<file path="config.mk">
export PLATFORM = sky130hd
export DESIGN_NAME = packet_file_receiver
export DESIGN_NICKNAME = d
export VERILOG_FILES = /design/src/pfr_pkg.sv /design/src/pfr_csr.sv /design/src/pfr_core.sv /design/src/packet_file_receiver.sv
export SDC_FILE = /design/constraint.sdc
export NUM_CORES = 1
export LEC_CHECK = 0
export BUFFER_PORTS_ARGS = -buffer_cell sky130_fd_sc_hd__buf_4
export CAP_MARGIN = 20
export CORE_MARGIN = 8
export CORE_UTILIZATION = 40
export DETAILED_ROUTE_END_ITERATION = 10
export GPL_TIMING_DRIVEN = 1
export HOLD_SLACK_MARGIN = 0.12
export PLACE_DENSITY = 0.56
export SLEW_MARGIN = 20
export SYNTH_ARGS = -nofsm -noshare
export SYNTH_HDL_FRONTEND = slang
export SYNTH_SLANG_ARGS = --single-unit
</file>
<file path="constraint.sdc">
create_clock -name clock -period 10 [get_ports clock]
set_input_delay 0.5 -clock clock [delete_from_list [all_inputs] [get_ports clock]]
set_output_delay 0.5 -clock clock [all_outputs]
set_load 0.01 [all_outputs]
</file>
<file path="src/pfr_pkg.sv">
package pfr_pkg;

   localparam int unsigned CsrIndexWidth = 3;
   localparam int unsigned CsrDataWidth  = 32;

   typedef enum logic [CsrIndexWidth-1:0] {
      CSR_BUFFER_CAPACITY  = 3'd0,
      CSR_TIMEOUT_LIMIT    = 3'd1,
      CSR_CANCEL_CODE      = 3'd2,
      CSR_FINISH_CODE      = 3'd3,
      CSR_FILE_SIZE_CODE   = 3'd4,
      CSR_PACKET_SIZE_CODE = 3'd5,
      CSR_PAYLOAD_CODE     = 3'd6,
      CSR_ACK_CODE         = 3'd7
   } csr_index_type;

   typedef enum logic [1:0] {
      OP_START = 2'd0,
      OP_BYTE  = 2'd1,
      OP_TICK  = 2'd2
   } op_type;

   typedef enum logic [1:0] {
      KIND_STORE = 2'd0,
      KIND_ACK   = 2'd1,
      KIND_END   = 2'd2
   } kind_type;

   typedef enum logic [2:0] {
      STATUS_OK          = 3'd0,
      STATUS_NO_RESPONSE = 3'd1,
      STATUS_CANCEL      = 3'd2,
      STATUS_SYNC        = 3'd3,
      STATUS_OVERFLOW    = 3'd4,
      STATUS_EMPTY       = 3'd5,
      STATUS_CHECKSUM    = 3'd6
   } status_type;

   typedef enum logic [1:0] {
      STG_FILE   = 2'd0,
      STG_PACKET = 2'd1,
      STG_DATA   = 2'd2,
      STG_BAD    = 2'd3
   } stage_type;

   typedef enum logic [1:0] {
      PH_CMD  = 2'd0,
      PH_SIZE = 2'd1,
      PH_DATA = 2'd2,
      PH_SUM  = 2'd3
   } phase_type;

   typedef struct packed {
      logic [31:0] buffer_capacity;
      logic [31:0] timeout_limit;
      logic [7:0]  cancel_code;
      logic [7:0]  finish_code;
      logic [7:0]  file_size_code;
      logic [7:0]  packet_size_code;
      logic [7:0]  payload_code;
      logic [7:0]  ack_code;
   } cfg_type;

   typedef struct packed {
      kind_type    kind;
      logic [7:0]  data_byte;
      logic [31:0] store_index;
      status_type  status;
      logic [31:0] received_total;
   } rsp_type;

   localparam logic [31:0] BufferCapacityReset = 32'd65536;
   localparam logic [31:0] TimeoutLimitReset   = 32'd1000;
   localparam logic [7:0]  CancelCodeReset     = 8'd24;
   localparam logic [7:0]  FinishCodeReset     = 8'd4;
   localparam logic [7:0]  FileSizeCodeReset   = 8'd1;
   localparam logic [7:0]  PacketSizeCodeReset = 8'd2;
   localparam logic [7:0]  PayloadCodeReset    = 8'd3;
   localparam logic [7:0]  AckCodeReset        = 8'd6;

   localparam logic [15:0] FileSizeBytes   = 16'd4;
   localparam logic [15:0] PacketSizeBytes = 16'd2;

endpackage

</file>
<file path="src/pfr_csr.sv">
module pfr_csr (
   input  logic                                 clock,
   input  logic                                 reset,
   input  logic                                 csr_wr_en,
   input  logic [pfr_pkg::CsrIndexWidth-1:0]    csr_index,
   input  logic [pfr_pkg::CsrDataWidth-1:0]     csr_wr_data,
   output pfr_pkg::cfg_type                     cfg
);

   pfr_pkg::cfg_type cfg_ff;
   pfr_pkg::cfg_type cfg_in;

   always_comb begin
      cfg_in = cfg_ff;
      if (csr_wr_en) begin
         unique case (pfr_pkg::csr_index_type'(csr_index))
            pfr_pkg::CSR_BUFFER_CAPACITY:  cfg_in.buffer_capacity  = csr_wr_data;
            pfr_pkg::CSR_TIMEOUT_LIMIT:    cfg_in.timeout_limit    = csr_wr_data;
            pfr_pkg::CSR_CANCEL_CODE:      cfg_in.cancel_code      = csr_wr_data[7:0];
            pfr_pkg::CSR_FINISH_CODE:      cfg_in.finish_code      = csr_wr_data[7:0];
            pfr_pkg::CSR_FILE_SIZE_CODE:   cfg_in.file_size_code   = csr_wr_data[7:0];
            pfr_pkg::CSR_PACKET_SIZE_CODE: cfg_in.packet_size_code = csr_wr_data[7:0];
            pfr_pkg::CSR_PAYLOAD_CODE:     cfg_in.payload_code     = csr_wr_data[7:0];
            pfr_pkg::CSR_ACK_CODE:         cfg_in.ack_code         = csr_wr_data[7:0];
            default: ;
         endcase
      end
   end

   always_ff @(posedge clock) begin
      if (reset) begin
         cfg_ff.buffer_capacity  <= pfr_pkg::BufferCapacityReset;
         cfg_ff.timeout_limit    <= pfr_pkg::TimeoutLimitReset;
         cfg_ff.cancel_code      <= pfr_pkg::CancelCodeReset;
         cfg_ff.finish_code      <= pfr_pkg::FinishCodeReset;
         cfg_ff.file_size_code   <= pfr_pkg::FileSizeCodeReset;
         cfg_ff.packet_size_code <= pfr_pkg::PacketSizeCodeReset;
         cfg_ff.payload_code     <= pfr_pkg::PayloadCodeReset;
         cfg_ff.ack_code         <= pfr_pkg::AckCodeReset;
      end else begin
         cfg_ff <= cfg_in;
      end
   end

   assign cfg = cfg_ff;

endmodule

</file>
<file path="src/pfr_core.sv">
module pfr_core (
   input  logic              clock,
   input  logic              reset,
   input  pfr_pkg::cfg_type  cfg,
   input  logic              fire,
   input  logic [1:0]        op,
   input  logic [7:0]        rx_byte,
   output logic              emit,
   output pfr_pkg::rsp_type  rsp
);

   logic                 active_ff, active_in;
   pfr_pkg::stage_type   stage_ff, stage_in;
   pfr_pkg::phase_type   phase_ff, phase_in;
   logic [15:0]          byte_count_ff, byte_count_in;
   logic [31:0]          file_size_ff, file_size_in;
   logic [15:0]          packet_length_ff, packet_length_in;
   logic [7:0]           running_sum_ff, running_sum_in;
   logic [31:0]          total_ff, total_in;
   logic [31:0]          write_offset_ff, write_offset_in;
   logic [32:0]          idle_ticks_ff, idle_ticks_in;

   pfr_pkg::op_type      op_code;
   logic [32:0]          tick_count;
   logic                 timed_out;
   logic [15:0]          count_inc;
   logic [31:0]          size_merged;
   logic [15:0]          length_merged;
   logic [7:0]           sum_next;
   logic                 is_cancel;
   logic                 is_finish;
   logic                 cmd_match;

   always_comb begin
      op_code       = pfr_pkg::op_type'(op);
      tick_count    = idle_ticks_ff + 33'd1;
      timed_out     = tick_count > {1'b0, cfg.timeout_limit};
      count_inc     = byte_count_ff + 16'd1;
      size_merged   = file_size_ff | ({24'b0, rx_byte} << {byte_count_ff[1:0], 3'b000});
      length_merged = packet_length_ff | ({8'b0, rx_byte} << {byte_count_ff[0], 3'b000});
      sum_next      = running_sum_ff + rx_byte;
      is_cancel     = rx_byte == cfg.cancel_code;
      is_finish     = rx_byte == cfg.finish_code;
      unique case (stage_ff)
         pfr_pkg::STG_FILE:   cmd_match = rx_byte == cfg.file_size_code;
         pfr_pkg::STG_PACKET: cmd_match = rx_byte == cfg.packet_size_code;
         pfr_pkg::STG_DATA:   cmd_match = rx_byte == cfg.payload_code;
         default:             cmd_match = 1'b0;
      endcase
   end

   // Result for the word held at the input register
   always_comb begin
      emit               = 1'b0;
      rsp.kind           = pfr_pkg::KIND_END;
      rsp.data_byte      = 8'd0;
      rsp.store_index    = 32'd0;
      rsp.status         = pfr_pkg::STATUS_OK;
      rsp.received_total = total_ff;
      if (active_ff) begin
         unique case (op_code)
            pfr_pkg::OP_BYTE: begin
               unique case (phase_ff)
                  pfr_pkg::PH_CMD: begin
                     priority if (is_cancel) begin
                        emit       = 1'b1;
                        rsp.status = pfr_pkg::STATUS_CANCEL;
                     end else if (is_finish) begin
                        emit       = 1'b1;
                     end else if (!cmd_match) begin
                        emit       = 1'b1;
                        rsp.status = pfr_pkg::STATUS_SYNC;
                     end
                  end
                  pfr_pkg::PH_SIZE: begin
                     if (stage_ff == pfr_pkg::STG_FILE) begin
                        if (count_inc >= pfr_pkg::FileSizeBytes) begin
                           priority if (cfg.buffer_capacity < size_merged) begin
                              emit       = 1'b1;
                              rsp.status = pfr_pkg::STATUS_OVERFLOW;
                           end else if (size_merged == 32'd0) begin
                              emit       = 1'b1;
                              rsp.status = pfr_pkg::STATUS_EMPTY;
                           end
                        end
                     end else if (stage_ff != pfr_pkg::STG_PACKET) begin
                        emit       = 1'b1;
                        rsp.status = pfr_pkg::STATUS_SYNC;
                     end
                  end
                  pfr_pkg::PH_DATA: begin
                     emit            = 1'b1;
                     rsp.kind        = pfr_pkg::KIND_STORE;
                     rsp.data_byte   = rx_byte;
                     rsp.store_index = write_offset_ff;
                  end
                  pfr_pkg::PH_SUM: begin
                     emit = 1'b1;
                     if (rx_byte != running_sum_ff) begin
                        rsp.status = pfr_pkg::STATUS_CHECKSUM;
                     end else begin
                        rsp.kind      = pfr_pkg::KIND_ACK;
                        rsp.data_byte = cfg.ack_code;
                     end
                  end
                  default: ;
               endcase
            end
            pfr_pkg::OP_TICK: begin
               if (timed_out) begin
                  emit       = 1'b1;
                  rsp.status = pfr_pkg::STATUS_NO_RESPONSE;
               end
            end
            default: ;
         endcase
      end
   end

   // Transfer state for the word held at the input register
   always_comb begin
      active_in        = active_ff;
      stage_in         = stage_ff;
      phase_in         = phase_ff;
      byte_count_in    = byte_count_ff;
      file_size_in     = file_size_ff;
      packet_length_in = packet_length_ff;
      running_sum_in   = running_sum_ff;
      total_in         = total_ff;
      write_offset_in  = write_offset_ff;
      idle_ticks_in    = idle_ticks_ff;
      if (fire) begin
         unique case (op_code)
            pfr_pkg::OP_START: begin
               active_in        = 1'b1;
               stage_in         = pfr_pkg::STG_FILE;
               phase_in         = pfr_pkg::PH_CMD;
               byte_count_in    = 16'd0;
               file_size_in     = 32'd0;
               packet_length_in = 16'd0;
               running_sum_in   = 8'd0;
               total_in         = 32'd0;
               write_offset_in  = 32'd0;
               idle_ticks_in    = 33'd0;
            end
            pfr_pkg::OP_BYTE: begin
               if (active_ff) begin
                  idle_ticks_in = 33'd0;
                  unique case (phase_ff)
                     pfr_pkg::PH_CMD: begin
                        priority if (is_cancel || is_finish || !cmd_match) begin
                           active_in = 1'b0;
                        end else if (stage_ff == pfr_pkg::STG_FILE) begin
                           file_size_in  = 32'd0;
                           byte_count_in = 16'd0;
                           phase_in      = pfr_pkg::PH_SIZE;
                        end else if (stage_ff == pfr_pkg::STG_PACKET) begin
                           packet_length_in = 16'd0;
                           byte_count_in    = 16'd0;
                           phase_in         = pfr_pkg::PH_SIZE;
                        end else begin
                           running_sum_in = 8'd0;
                           byte_count_in  = 16'd0;
                           phase_in       = (packet_length_ff == 16'd0) ?
                                            pfr_pkg::PH_SUM : pfr_pkg::PH_DATA;
                        end
                     end
                     pfr_pkg::PH_SIZE: begin
                        priority if (stage_ff == pfr_pkg::STG_FILE) begin
                           file_size_in  = size_merged;
                           byte_count_in = count_inc;
                           if (count_inc >= pfr_pkg::FileSizeBytes) begin
                              stage_in = pfr_pkg::STG_PACKET;
                              phase_in = pfr_pkg::PH_CMD;
                              if (cfg.buffer_capacity < size_merged || size_merged == 32'd0) begin
                                 active_in = 1'b0;
                              end
                           end
                        end else if (stage_ff == pfr_pkg::STG_PACKET) begin
                           packet_length_in = length_merged;
                           byte_count_in    = count_inc;
                           if (count_inc >= pfr_pkg::PacketSizeBytes) begin
                              total_in = total_ff + {16'd0, length_merged};
                              stage_in = pfr_pkg::STG_DATA;
                              phase_in = pfr_pkg::PH_CMD;
                           end
                        end else begin
                           active_in = 1'b0;
                        end
                     end
                     pfr_pkg::PH_DATA: begin
                        write_offset_in = write_offset_ff + 32'd1;
                        running_sum_in  = sum_next;
                        byte_count_in   = count_inc;
                        if (count_inc >= packet_length_ff) begin
                           phase_in = pfr_pkg::PH_SUM;
                        end
                     end
                     pfr_pkg::PH_SUM: begin
                        if (rx_byte != running_sum_ff) begin
                           active_in = 1'b0;
                        end else begin
                           stage_in = pfr_pkg::STG_PACKET;
                           phase_in = pfr_pkg::PH_CMD;
                        end
                     end
                     default: ;
                  endcase
               end
            end
            pfr_pkg::OP_TICK: begin
               if (active_ff) begin
                  idle_ticks_in = tick_count;
                  if (timed_out) begin
                     active_in = 1'b0;
                  end
               end
            end
            default: ;
         endcase
      end
   end

   always_ff @(posedge clock) begin
      if (reset) begin
         active_ff        <= 1'b0;
         stage_ff         <= pfr_pkg::STG_FILE;
         phase_ff         <= pfr_pkg::PH_CMD;
         byte_count_ff    <= 16'd0;
         file_size_ff     <= 32'd0;
         packet_length_ff <= 16'd0;
         running_sum_ff   <= 8'd0;
         total_ff         <= 32'd0;
         write_offset_ff  <= 32'd0;
         idle_ticks_ff    <= 33'd0;
      end else begin
         active_ff        <= active_in;
         stage_ff         <= stage_in;
         phase_ff         <= phase_in;
         byte_count_ff    <= byte_count_in;
         file_size_ff     <= file_size_in;
         packet_length_ff <= packet_length_in;
         running_sum_ff   <= running_sum_in;
         total_ff         <= total_in;
         write_offset_ff  <= write_offset_in;
         idle_ticks_ff    <= idle_ticks_in;
      end
   end

   a_start_arms: assert property (@(posedge clock) disable iff (reset)
      fire && op_code == pfr_pkg::OP_START |=>
         active_ff && stage_ff == pfr_pkg::STG_FILE && phase_ff == pfr_pkg::PH_CMD
         && write_offset_ff == 32'd0 && total_ff == 32'd0)
      else $error("start did not arm a clean transfer");

   a_end_disarms: assert property (@(posedge clock) disable iff (reset)
      fire && emit && rsp.kind == pfr_pkg::KIND_END |=> !active_ff)
      else $error("transfer still active after end word");

   a_store_advances: assert property (@(posedge clock) disable iff (reset)
      fire && emit && rsp.kind == pfr_pkg::KIND_STORE |=>
         write_offset_ff == $past(write_offset_ff) + 32'd1)
      else $error("store offset did not advance");

   a_idle_no_emit: assert property (@(posedge clock) disable iff (reset)
      !active_ff |-> !emit)
      else $error("result raised while no transfer active");

endmodule

</file>
<file path="src/packet_file_receiver.sv">
// Path: an accepted word is held in the input register; its result (if any) is registered in the
// result register, which drives rsp_*, once the result register is free.
// Throughput: one word per cycle; a stalled result register holds a word that raises a result in
// the input register, which keeps accepting only once the held word is processed.
// Reset: synchronous, active high; clears the transfer (idle, waiting for start), both
// registers' valid flags and loads the configuration registers with their defaults.
module packet_file_receiver (
   input  logic                               clock,
   input  logic                               reset,
   input  logic                               req_valid,
   output logic                               req_ready,
   input  logic [1:0]                         req_op,
   input  logic [7:0]                         req_rx_byte,
   output logic                               rsp_valid,
   input  logic                               rsp_ready,
   output logic [1:0]                         rsp_kind,
   output logic [7:0]                         rsp_data_byte,
   output logic [31:0]                        rsp_store_index,
   output logic [2:0]                         rsp_status,
   output logic [31:0]                        rsp_received_total,
   input  logic                               csr_wr_en,
   input  logic [pfr_pkg::CsrIndexWidth-1:0]  csr_index,
   input  logic [pfr_pkg::CsrDataWidth-1:0]   csr_wr_data
);

   pfr_pkg::cfg_type  cfg;
   pfr_pkg::rsp_type  core_rsp;
   logic              core_emit;

   logic              in_valid_ff, in_valid_in;
   logic [1:0]        in_op_ff;
   logic [7:0]        in_byte_ff;
   logic              out_valid_ff, out_valid_in;
   pfr_pkg::rsp_type  out_ff;

   logic              out_free;
   logic              consume;
   logic              req_accept;

   pfr_csr u_csr (
      .clock       (clock),
      .reset       (reset),
      .csr_wr_en   (csr_wr_en),
      .csr_index   (csr_index),
      .csr_wr_data (csr_wr_data),
      .cfg         (cfg)
   );

   pfr_core u_core (
      .clock   (clock),
      .reset   (reset),
      .cfg     (cfg),
      .fire    (consume),
      .op      (in_op_ff),
      .rx_byte (in_byte_ff),
      .emit    (core_emit),
      .rsp     (core_rsp)
   );

   // A held word that raises no result never waits for the output side
   assign out_free   = !out_valid_ff || rsp_ready;
   assign consume    = in_valid_ff && (!core_emit || out_free);
   assign req_ready  = !in_valid_ff || consume;
   assign req_accept = req_valid && req_ready;

   always_comb begin
      in_valid_in = in_valid_ff;
      if (req_accept) begin
         in_valid_in = 1'b1;
      end else if (consume) begin
         in_valid_in = 1'b0;
      end
      out_valid_in = out_valid_ff;
      if (consume && core_emit) begin
         out_valid_in = 1'b1;
      end else if (rsp_ready) begin
         out_valid_in = 1'b0;
      end
   end

   always_ff @(posedge clock) begin
      if (reset) begin
         in_valid_ff  <= 1'b0;
         out_valid_ff <= 1'b0;
      end else begin
         in_valid_ff  <= in_valid_in;
         out_valid_ff <= out_valid_in;
      end
   end

   always_ff @(posedge clock) begin
      if (req_accept) begin
         in_op_ff   <= req_op;
         in_byte_ff <= req_rx_byte;
      end
      if (consume && core_emit) begin
         out_ff <= core_rsp;
      end
   end

   assign rsp_valid          = out_valid_ff;
   assign rsp_kind           = out_ff.kind;
   assign rsp_data_byte      = out_ff.data_byte;
   assign rsp_store_index    = out_ff.store_index;
   assign rsp_status         = out_ff.status;
   assign rsp_received_total = out_ff.received_total;

   a_held_word_waits: assert property (@(posedge clock) disable iff (reset)
      in_valid_ff && !consume |=> in_valid_ff && $stable(in_op_ff) && $stable(in_byte_ff))
      else $error("held word lost before processing");

   a_no_overwrite: assert property (@(posedge clock) disable iff (reset)
      consume && core_emit |-> out_free)
      else $error("result register overwritten while full");

   a_emit_needs_word: assert property (@(posedge clock) disable iff (reset)
      !in_valid_ff |=> !out_valid_ff || $past(out_valid_ff))
      else $error("result raised with no word held");

endmodule
</file>
## Word-level counts from Yosys, hierarchy flattened

Index checks and enable logic that the tools add are counted.

| cells by class | value |
|---|---|
| bitwise gates (word level) | 2 |
| $add $sub $neg | 5 |
| $lt $le $gt $ge | 5 |
| shifts and indexed selects | 2 |
| equality and inequality tests | 45 |
| reduce and logical (&&, ||, !) cells | 44 |
| muxes and demuxes | 101 |

Operator list:

| cell | number |
|---|---|
| 32-bit 2-to-1 mux | 11 |
| 32-bit one-hot mux with 2 select lines | 4 |
| 16-bit 2-to-1 mux | 10 |
| 33-bit one-hot mux with 3 select lines | 1 |
| 16-bit one-hot mux with 2 select lines | 3 |
| 33-bit 2-to-1 mux | 2 |
| 16-bit one-hot mux with 3 select lines | 1 |
| 8-bit equality test | 5 |
| 2-bit 2-to-1 mux | 18 |
| 33-bit by 1-bit adder with 33-bit output, second input constant | 1 |
| 33-bit by 32-bit greater-than comparator with 1-bit output | 1 |
| 32-bit by 1-bit adder with 32-bit output, second input constant | 1 |
| 32-bit by 16-bit adder with 32-bit output | 1 |
| 32-bit zero test | 1 |
| 32-bit less-than comparator | 1 |
| 8-bit 2-to-1 mux | 4 |
| 32-bit OR | 1 |
| 8-bit one-hot mux with 2 select lines | 2 |
| 8-bit by 5-bit left shift with 32-bit output | 1 |
| 1-bit 2-to-1 mux | 25 |
| 3-bit 2-to-1 mux | 7 |
| 3-bit != test, second input constant | 7 |
| 7-bit AND reduction | 3 |
| 10-bit one-hot mux with 2 select lines | 1 |
| 40 further kinds | 92 |

| storage, ports and cells | value |
|---|---|
| word-level logic and storage cells | 231 |
| bits in registers | 375 |
| input port bits | 50 |

## Depth between registers and ports, before layout

Gate-level depths: netlist of run 1.

| depth | value |
|---|---|
| word-level depth | 16 |
| mapped depth | 22 |
| gate-level depth less buffers | 18 |

## Hierarchy

From an unflattened synthesis of run 1, not the netlist that was laid out.

| second synthesis, totals | value |
|---|---|
| cell total of the unflattened synthesis | 2230 |
| area, all modules | 20522.2 sq um |

Modules (own cells, without submodules):

| module | times used | cells an instance | area each (sq um) |
|---|---|---|---|
| pfr_core | 1 | 1708 | 13269.0 |
| pfr_csr | 1 | 423 | 4536.9 |
| packet_file_receiver | 1 | 99 | 2716.4 |

## Worst setup path after synthesis of run 1

OpenSTA, ideal clock, no wires.

| timing path | value |
|---|---|
| path type | reg2reg |
| start point | register u_core.idle_ticks_ff[0] |
| end point | register out_ff (netlist bit rsp_data_byte[0]) (enable) |
| slack | 3.004 ns |
| period minus slack after synthesis | 6.996 ns |
| setup time | 0.432 ns |
| cell stages (with the launch flop) | 19 |
| arrival time | 6.564 ns |
| cells stage by stage | dfxtp_1 ha_1 and4_1 nand4_2 nor4_1 inv_1 nor3_1 nand2_1 xnor2_1 ha_1 nand4_1 nor4_1 a41o_1 a31oi_1 a211o_1 a22o_1 nor3_4 clkbuf_1 o211a_1 |

| on the way | value |
|---|---|
| word-level cells in the longest chain between the ends | 9 |

Ends and longest elaborated chain:

| item | line | RTL |
|---|---|---|
| start, declared | pfr_core.sv:21 | `logic [32:0] idle_ticks_ff, idle_ticks_in;` |
| start signal, assigned | pfr_core.sv:246 | `idle_ticks_ff <= idle_ticks_in;` |
| 33-bit by 1-bit adder with 33-bit output * | pfr_core.sv:36 | `tick_count = idle_ticks_ff + 33'd1;` |
| 33-bit by 32-bit greater-than comparator with 1-bit output * | pfr_core.sv:37 | `timed_out = tick_count > {1'b0, cfg.timeout_limit};` |
| 1-bit 2-to-1 mux * | pfr_core.sv:110 | `if (timed_out) begin` |
| 1-bit one-hot mux with 2 select lines * | pfr_core.sv:61 | `unique case (op_code)` |
| 1-bit 2-to-1 mux * | pfr_core.sv:60 | `if (active_ff) begin` |
| 1-bit zero test | packet_file_receiver.sv:62 | `assign consume = in_valid_ff && (!core_emit \|\| out_free);` |
| 1-bit logical OR | packet_file_receiver.sv:62 |  |
| 1-bit logical AND | packet_file_receiver.sv:62 |  |
| 1-bit logical AND * | packet_file_receiver.sv:96 | `if (consume && core_emit) begin` |
| end signal, assigned | packet_file_receiver.sv:97 | `out_ff <= core_rsp;` |
| end, declared | packet_file_receiver.sv:34 | `pfr_pkg::rsp_type out_ff;` |

Every way passes the cells marked *; elsewhere a longest branch is shown, timed or not.
A chain may end at the register's enable or synchronous reset.

## Final worst setup path of run 1

| timing path | value |
|---|---|
| start point | register u_core.idle_ticks_ff[0] |
| end point | register u_core.idle_ticks_ff[10] |

| on the way | value |
|---|---|
| word-level cells in the longest chain between the ends | 9 |
| elaborated cells between the ends (all ways) | 11 |
| classes of those cells | 1 x add/sub; 1 x order compare; 5 x mux; 4 x reduce/logical |

Ends and longest elaborated chain:

| item | line |
|---|---|
| 33-bit by 1-bit adder with 33-bit output * | pfr_core.sv:36 |
| 33-bit by 32-bit greater-than comparator with 1-bit output | pfr_core.sv:37 |
| 1-bit 2-to-1 mux | pfr_core.sv:110 |
| 1-bit one-hot mux with 2 select lines | pfr_core.sv:61 |
| 1-bit 2-to-1 mux | pfr_core.sv:60 |
| 1-bit zero test | packet_file_receiver.sv:62 |
| 1-bit logical OR | packet_file_receiver.sv:62 |
| 1-bit logical AND | packet_file_receiver.sv:62 |
| 4-bit AND reduction (no source line) | - |

Every way passes the cells marked *; elsewhere a longest branch is shown, timed or not. The select of a mux whose other input is x is not followed.

==> key figures, run 1 <==
Run status
  – Result of the run: finished, final reports clean

Power
  – Portion of total power attributed to the clock network: 0.470
  – Net switching fraction of the power: 0.240
  – Logic pwr share: 0.070
  – Power spent charging and discharging nets: ~0.8 mW
  – Leakage power: roughly 8.8 nW
  – Internal Pwr Total: around 2.6 mW
  – Proportion of power drawn by flip-flops and latches: 0.460
  – Maximum vdd drop: 0.0940 mV
  – Pwr dens: around 150 nW/um^2

Yosys
  – Gate Count Post-Synth: between 2000 and 2500
  – Synthesis-stage register bit count: roughly 380
  – Fraction of the yosys area taken by sequential cells: 0.417
  – Avg Inst Size Synth: 8.43 sq um
  – Synthesized netlist net count: between 2000 and 3000
  – Fraction of synthesized cell area taken by the top area cell type: 0.287
  – Most common library cells after synthesis: nand2_1, dfxtp_1, a21oi_1
  – Primary flip-flop cell chosen by synthesis mapping: dfxtp_1
  – Netlist area before placement: ~20000 sq um
  – Proportion of synthesized flip-flops having asynchronous set or reset: 0
  – Yosys warnings: 0
  – Cell with the most instances after synthesis: nand2_1
  – Library cells used by synthesis: 73
  – Number of synthesized flops with an enable pin: between 80 and 90
  – Leading cell types by total area after synthesis: dfxtp_1, edfxtp_1, nand2_1
  – Yosys top cell by area: dfxtp_1

Layout
  – Number of standard cells in the layout, taps in and fillers out: 3150
  – Sequential Area: ~8400 sq um
  – Nets: between 2000 and 3000
  – Layout Cell Area excl Fill: ~23000 sq um
  – FILL cells: a little under 5000
  – Area added between synthesis and finish: 14.7%
  – Fraction of layout cells with a size suffix above 1: 0.106
  – Antenna Diode Count: 0
  – Total area of multi-input combinational cells: between 10000 and 15000 sq um

Min path
  – Min-delay worst type: input pin to register

Setup path
  – Required time of the critical path: roughly 10 ns
  – Worst-case register-to-register setup slack: 3.10 ns
  – Critical R2R Launch: u_core.idle_ticks_ff[0]
  – Maximum fanout along the worst path: 24
  – Termination of the worst setup path: u_core.idle_ticks_ff[10]
  – Worst Reg-to-Reg Cells: 20
  – Crit-path max cell delay: about 0.8 ns
  – Cell family contributing the most delay on the critical path: simple AND/OR/NAND/NOR gates
  – Cell-by-cell listing of the critical path: ha_1 -> and4_1 -> nand4_2 -> nor4_1 -> buf_4 -> inv_1 -> nor3_1 -> nand2_1 -> xnor2_1 -> ha_1 -> nand4_1 -> nor4_1 -> a41o_1 -> a31oi_1 -> a211o_1 -> a22o_1 -> nor3_4 -> buf_4 -> nand3_1 -> o41ai_1
  – CP Data Arrival Time: ~7.3 ns
  – CP endpoint kind: register
  – Number of buffers and inverters on the critical path: 3
  – Category of the worst setup path launch point: register
  – Type of the worst setup path: register to register
  – Worst R2R End: u_core.idle_ticks_ff[10]
  – Depth of the critical timing path with buffers and inverters included: 20
  – Highest-delay cell along the critical path: nand3_1
  – First element of the critical path: u_core.idle_ticks_ff[0]

Placed design
  – Count of buffers inserted at the top-level ports: ~130
  – Cell area after placement: 21500 sq um
  – Instance count after placement with tap cells included: around 3100
  – Final weighted congestion of routability-driven global placement: about 0.84
  – Final HPWL DP: about 43 mm

CTS
  – CTS tree: yes
  – Post-CTS Setup Inserts: 0
  – Clock net sink count: between 300 and 400
  – Clock Latency Late Sink: ~0.57 ns
  – Maximum clock insertion buffer count: 3
  – Total number of H-tree levels: 2
  – Total CTS buffers: 43
  – Post-CTS clock slew at the launch and capture registers of the worst setup and hold paths: around 0.060 ns
  – Clock root cell: clkbuf_16

Global route
  – Antenna violations before repair: 0
  – Pin count of the biggest net entering global routing: 78
  – Grt ovf: 0
  – Wire length of the first global-routing pass: 93.6 mm
  – Via count of the first global-routing pass: approximately 17000
  – Global router's overall resource usage: 0.202

STA
  – # setup viols final: 0
  – Accumulated negative setup slack: 0 ns
  – Setup clock skew after layout: roughly 0.023 ns
  – Slew Limit Headroom: 0.272
  – Slew Limit Fails: 0
  – Fin crit period: around 7 ns
  – Endpoints failing hold: 0
  – Fmax: around 0.14 GHz
  – Post-route fraction of the period consumed by the critical path: 0.690
  – Slew at the pin closest to its max-slew limit: 1.09 ns
  – Unrepaired setup endpoints after global routing: false

Route
  – Post-detailed-routing wire length: ~60 mm
  – Number of vias after detailed routing: between 15000 and 20000
  – Drt pass-1 iters: 5
  – ANT nets after route: 0
  – Drt via density: approximately 5.6
  – Routed wire length per instance: between 15 and 20 microns
  – Starting DRT DRC Count: between 1000 and 1500
  – Number of design rule violations left after detail routing: 0

Die
  – Number of I/O pins: ~130
  – Placeable core region: ~50000 sq um
  – Standard-cell row count: roughly 80
  – Die extent in y: between 200 and 250 microns
  – Die area: about 58000 sq um
  – Initial core utilization: 0.403
  – Die Wd: approximately 240 microns

Flow run
  – Max-cap violations: 0
layer usage:
layer,vias to the layer above,global-route usage,wire length [microns]
li1,8653,-,-
met1,8454,0.273,28100
met2,513,0.329,27400
met3,109,0.0308,3260
met4,0,0.0654,1580
met5,-,0,0
how the worst min path moves through the flow:
stage                                from                         end  cells past startpoint
2_1_floorplan         u_core.total_ff[16]      rsp_received_total[16]                      0
3_3_place_gp   u_core.write_offset_ff[22]  u_core.write_offset_ff[22]                      1
3_5_place_dp   u_core.write_offset_ff[29]  u_core.write_offset_ff[29]                      1
4_1_cts                         req_op[0]                 in_op_ff[0]                      1
5_1_grt                         req_op[1]                 in_op_ff[1]                      1
6_report                        req_op[1]                 in_op_ff[1]                      1
sequential cells by signal, indices dropped and copies added (netlist names), 3 cells and up:
| name | cells |
|---|---|
| rsp_data_byte | 8 |
| u_core.idle_ticks_ff | 33 |
| rsp_received_total | 32 |
| u_core.byte_count_ff | 16 |
| u_core.running_sum_ff | 8 |
| u_csr.cfg | 112 |
| u_core.total_ff | 32 |
| in_byte_ff | 8 |
| u_core.packet_length_ff | 16 |
| rsp_status | 3 |
| rsp_store_index | 32 |
| u_core.file_size_ff | 32 |
| u_core.write_offset_ff | 32 |
layout by cell type (no fill, tap or decap), drive strengths merged, types with 38 or more instances in the layout:
master / n
nand2: 397
dfxtp: 288
a21oi: 229
nor2: 179
buf: 155
ha: 118
inv: 96
o21ai: 93
edfxtp: 87
nand3: 78
clkbuf: 57
xnor2: 52
o31ai: 47
nand4: 47
or3: 45
nor4: 42
xor2: 41
nor3: 40
and3: 38
cell families (layout without fill, tap and decap cells):
group / Yosys count / after routing / synth area share
AOI/OAI and AO/OA: 559 / 559 / 0.173
and+or+nand+nor: 951 / 951 / 0.224
adders and majority gates: 120 / 120 / 0.0755
muxes: 42 / 42 / 0.0215
xor gates and xnor gates: 93 / 93 / 0.0405
DFF: 375 / 375 / 0.417
buffers and inverters: 243 / 338 / 0.0489
power by group through the flow:
stage	Sequential (mW)	Clock [mW]	Combinational (mW)
after CTS	1.57	1.64	0.236
final	1.57	1.60	0.239
after global placement	1.60	0	0.229
after detailed placement	1.60	0	0.232
after global routing	1.57	1.69	0.258
after floorplan	1.60	0	0.146
repair_timing:
item / CTS / global route
hold buffers: 8 / 0
endpoints found under the setup margin: 0 / 0
endpoints found under the hold margin: 8 / 0
resized for setup: 0 / 0
area by class of cell:
type                            count  share of cell area
Sequential cell                   375               0.363
Clock inverter                     22             0.00939
Timing Repair Buffer              163              0.0546
Inverter                           96              0.0156
Multi-Input combinational cell   1765               0.468
Tap cell                          672              0.0365
Clock buffer                       57              0.0525
stage by stage:
step	util	hold slack, ns	power, mW	setup slack (ns)
global route	0.462	0.136	3.52	2.61
floorplan	-	0.406	1.75	3.00
detailed placement	0.432	0.438	1.83	3.22
finish	0.462	0.158	3.41	3.10
CTS	0.462	0.127	3.44	3.18
global placement	0.432	0.435	1.83	3.32
Note: power is estimated with default switching activity, not from simulation.
==> inputs of run 2 (changes only) <==
- clock period: 10 -> 6.75 ns (I/O delays scaled with it)
==> run 2 against run 1 <==
Compared with the run above:
- via count grew 0.58%
- register-to-register slack lost 2.6 ns
- clock power grew 48%
- worst hold slack gained 0.068 ns
- maximum frequency grew 11%
- flip-flop and latch count is the same
- routed wire length grew 0.78%
- core utilization grew 0.75 points
- largest cell class unchanged
==> key figures, run 2 (synthesis results as in run 1) <==
CTS
  – Clock Latency Late Sink: between 0.5 and 0.6 ns
  – Maximum clock insertion buffer count: 3
  – Clock root cell: clkbuf_16
  – CTS tree: yes
  – Total number of H-tree levels: 2
  – Total CTS buffers: 43
  – Post-CTS clock slew at the launch and capture registers of the worst setup and hold paths: approximately 0.060 ns
  – Clock net sink count: approximately 380

Power
  – Power spent charging and discharging nets: about 1.2 mW
  – Power Total: approximately 5 mW
  – Net switching fraction of the power: 0.246
  – Maximum vdd drop: 0.163 mV
  – Internal Pwr Total: around 3.8 mW
  – Logic pwr share: 0.072
  – Portion of total power attributed to the clock network: 0.468
  – Leakage power: ~9 nW
  – Pwr dens: roughly 220 nW/um^2
  – Proportion of power drawn by flip-flops and latches: 0.459

STA
  – Minimum setup slack in the final design: approximately 0.51 ns
  – Post-route fraction of the period consumed by the critical path: 0.925
  – Slew Limit Headroom: 0.315
  – Accumulated negative setup slack: 0 ns
  – Smallest hold slack: between 0.2 and 0.25 ns
  – Fin crit period: 6.24 ns
  – Slew Limit Fails: 0
  – Slew at the pin closest to its max-slew limit: 1.02 ns
  – # setup viols final: 0
  – Endpoints failing hold: 0
  – Unrepaired setup endpoints after global routing: false
  – Setup clock skew after layout: 0.0258 ns
  – Fmax: roughly 0.16 GHz

Layout
  – Fraction of layout cells with a size suffix above 1: 0.106
  – Finished Core Util: 0.470
  – Most frequent cells in the layout: nand2_1, dfxtp_1, a21oi_1
  – Most common cell after layout, fill and taps aside: nand2_1
  – Number of standard cells in the layout, taps in and fillers out: around 3200
  – Total area of multi-input combinational cells: between 10000 and 15000 sq um
  – Antenna Diode Count: 0
  – Nets: approximately 2700
  – Flip-flop count of the largest register after layout: 112
  – Area added between synthesis and finish: 16.6%
  – Sequential Area: ~8400 sq um
  – FILL cells: around 4900
  – Layout Cell Area excl Fill: 23400 sq um

Min path
  – Hold-critical path depth: 2
  – Hold path start: reset
  – End point of the worst hold path: u_core.running_sum_ff[5]
  – Min-delay worst type: input pin to register

Setup path
  – Crit-path max cell delay: 0.93 ns
  – Number of buffers and inverters on the critical path: 3
  – Worst R2R End: u_core.packet_length_ff[0]
  – Cell family contributing the most delay on the critical path: simple AND/OR/NAND/NOR gates
  – Worst Reg-to-Reg Cells: 20
  – Required time of the critical path: just over 7 ns
  – Worst-case register-to-register setup slack: a little over 0.5 ns
  – Maximum fanout along the worst path: 16
  – Highest-delay cell along the critical path: o41ai_4
  – Cell-by-cell listing of the critical path: ha_1 -> and4_1 -> nand4_2 -> nor4_1 -> buf_4 -> inv_1 -> nor3_1 -> nand2_1 -> xnor2_1 -> ha_1 -> nand4_1 -> nor4_1 -> a41o_1 -> a31oi_1 -> a211o_1 -> a22oi_2 -> buf_4 -> nand3_4 -> o41ai_4 -> nor2_1
  – Category of the worst setup path launch point: register
  – CP Data Arrival Time: ~6.7 ns
  – CP endpoint kind: register
  – Critical R2R Launch: u_core.idle_ticks_ff[0]
  – Type of the worst setup path: register to register

Die
  – Die area: 57700 sq um
  – Initial core utilization: 0.403
  – Number of I/O pins: approximately 130
  – Die extent in y: 240 microns
  – Standard-cell row count: 82
  – Die Wd: 240 microns
  – Placeable core region: 49900 sq um

Placed design
  – Instance count after placement with tap cells included: 3065
  – Cell area after placement: around 22000 sq um
  – Count of buffers inserted at the top-level ports: 128
  – Final HPWL DP: approximately 43 mm
  – Pre-CTS setup slack: approximately 0.55 ns
  – Final weighted congestion of routability-driven global placement: 0.872

Flow run
  – Max-cap violations: 0

Global route
  – Wire length of the first global-routing pass: between 90 and 100 mm
  – Grt ovf: 0
  – Antenna violations before repair: 0
  – Global router's overall resource usage: 0.207
  – Pin count of the biggest net entering global routing: 73
  – Via count of the first global-routing pass: between 15000 and 20000

Route
  – Post-detailed-routing wire length: about 60 mm
  – Routed wire length per instance: 19.1 microns
  – Number of design rule violations left after detail routing: 0
  – ANT nets after route: 0
  – Drt pass-1 iters: 6
  – Starting DRT DRC Count: between 1000 and 1500
  – Number of vias after detailed routing: approximately 18000
  – Drt via density: around 5.6

Run status
  – Result of the run: finished, final reports clean
## run 2: cell types whose count changed in the layout (fill, tap and decap cells not counted), moves of 2 or more
cell / change
dlygate4sd3_1: +36
buf_4: +2
clkinv_2: -4
clkinv_4: -2
clkbuf_1: +2
clkinv_1: -2
clkbuf_8: +2
clkinvlp_4: +5
## run 2: worst max path at each step
stage | slack, ns | end | depth (start not counted) | start
5_1_grt | 0.007 | u_core.packet_length_ff[8] | 20 | u_core.idle_ticks_ff[0]
6_report | 0.51 | u_core.packet_length_ff[0] | 20 | u_core.idle_ticks_ff[0]
2_1_floorplan | 0.23 | rsp_data_byte[0] | 18 | u_core.idle_ticks_ff[0]
4_1_cts | 0.49 | u_core.byte_count_ff[3] | 20 | u_core.idle_ticks_ff[0]
3_5_place_dp | 0.55 | u_core.byte_count_ff[11] | 20 | u_core.idle_ticks_ff[0]
3_3_place_gp | 0.65 | u_core.byte_count_ff[13] | 20 | u_core.idle_ticks_ff[0]
## run 2: layout make-up
cell class | count | area share
tap | 672 | 0.0359
multi-input combinational | 1765 | 0.461
timing repair buffer | 201 | 0.0698
clock inverter | 20 | 0.00870
inverter | 96 | 0.0154
clock buffer | 60 | 0.0521
sequential | 375 | 0.358
## run 2: per-layer routing
layer	track usage	wire length [microns]	vias to the layer above
met5	0	0	-
met2	0.345	28400	543
met1	0.276	27500	8475
met3	0.0312	3630	84
li1	-	-	8730
met4	0.0586	1330	0
## run 2: what timing repair did
| item | in CTS | in global routing |
|---|---|---|
| endpoints found under the setup margin | 0 | 16 |
| resized for setup | 0 | 1 |
| setup buffers | 0 | 0 |
| hold buffers | 44 | 0 |
| hold endpoints to repair | 111 | 0 |
## run 2: worst reg2reg max path: cells and delay by family, from the launching register on
kind	cells	cell delay, ns
compound gates	5	1.97
xor+xnor	1	0.16
fa+ha+maj	2	0.56
buf+inv	3	0.48
flops	1	0.41
simple gates	9	2.49
## run 2: power groups by stage
stage	registers (mW)	logic, mW	clock network, mW
2_1_floorplan	2.37	0.217	0
3_3_place_gp	2.38	0.336	0
3_5_place_dp	2.38	0.342	0
4_1_cts	2.33	0.364	2.43
5_1_grt	2.33	0.398	2.52
6_report	2.33	0.366	2.37
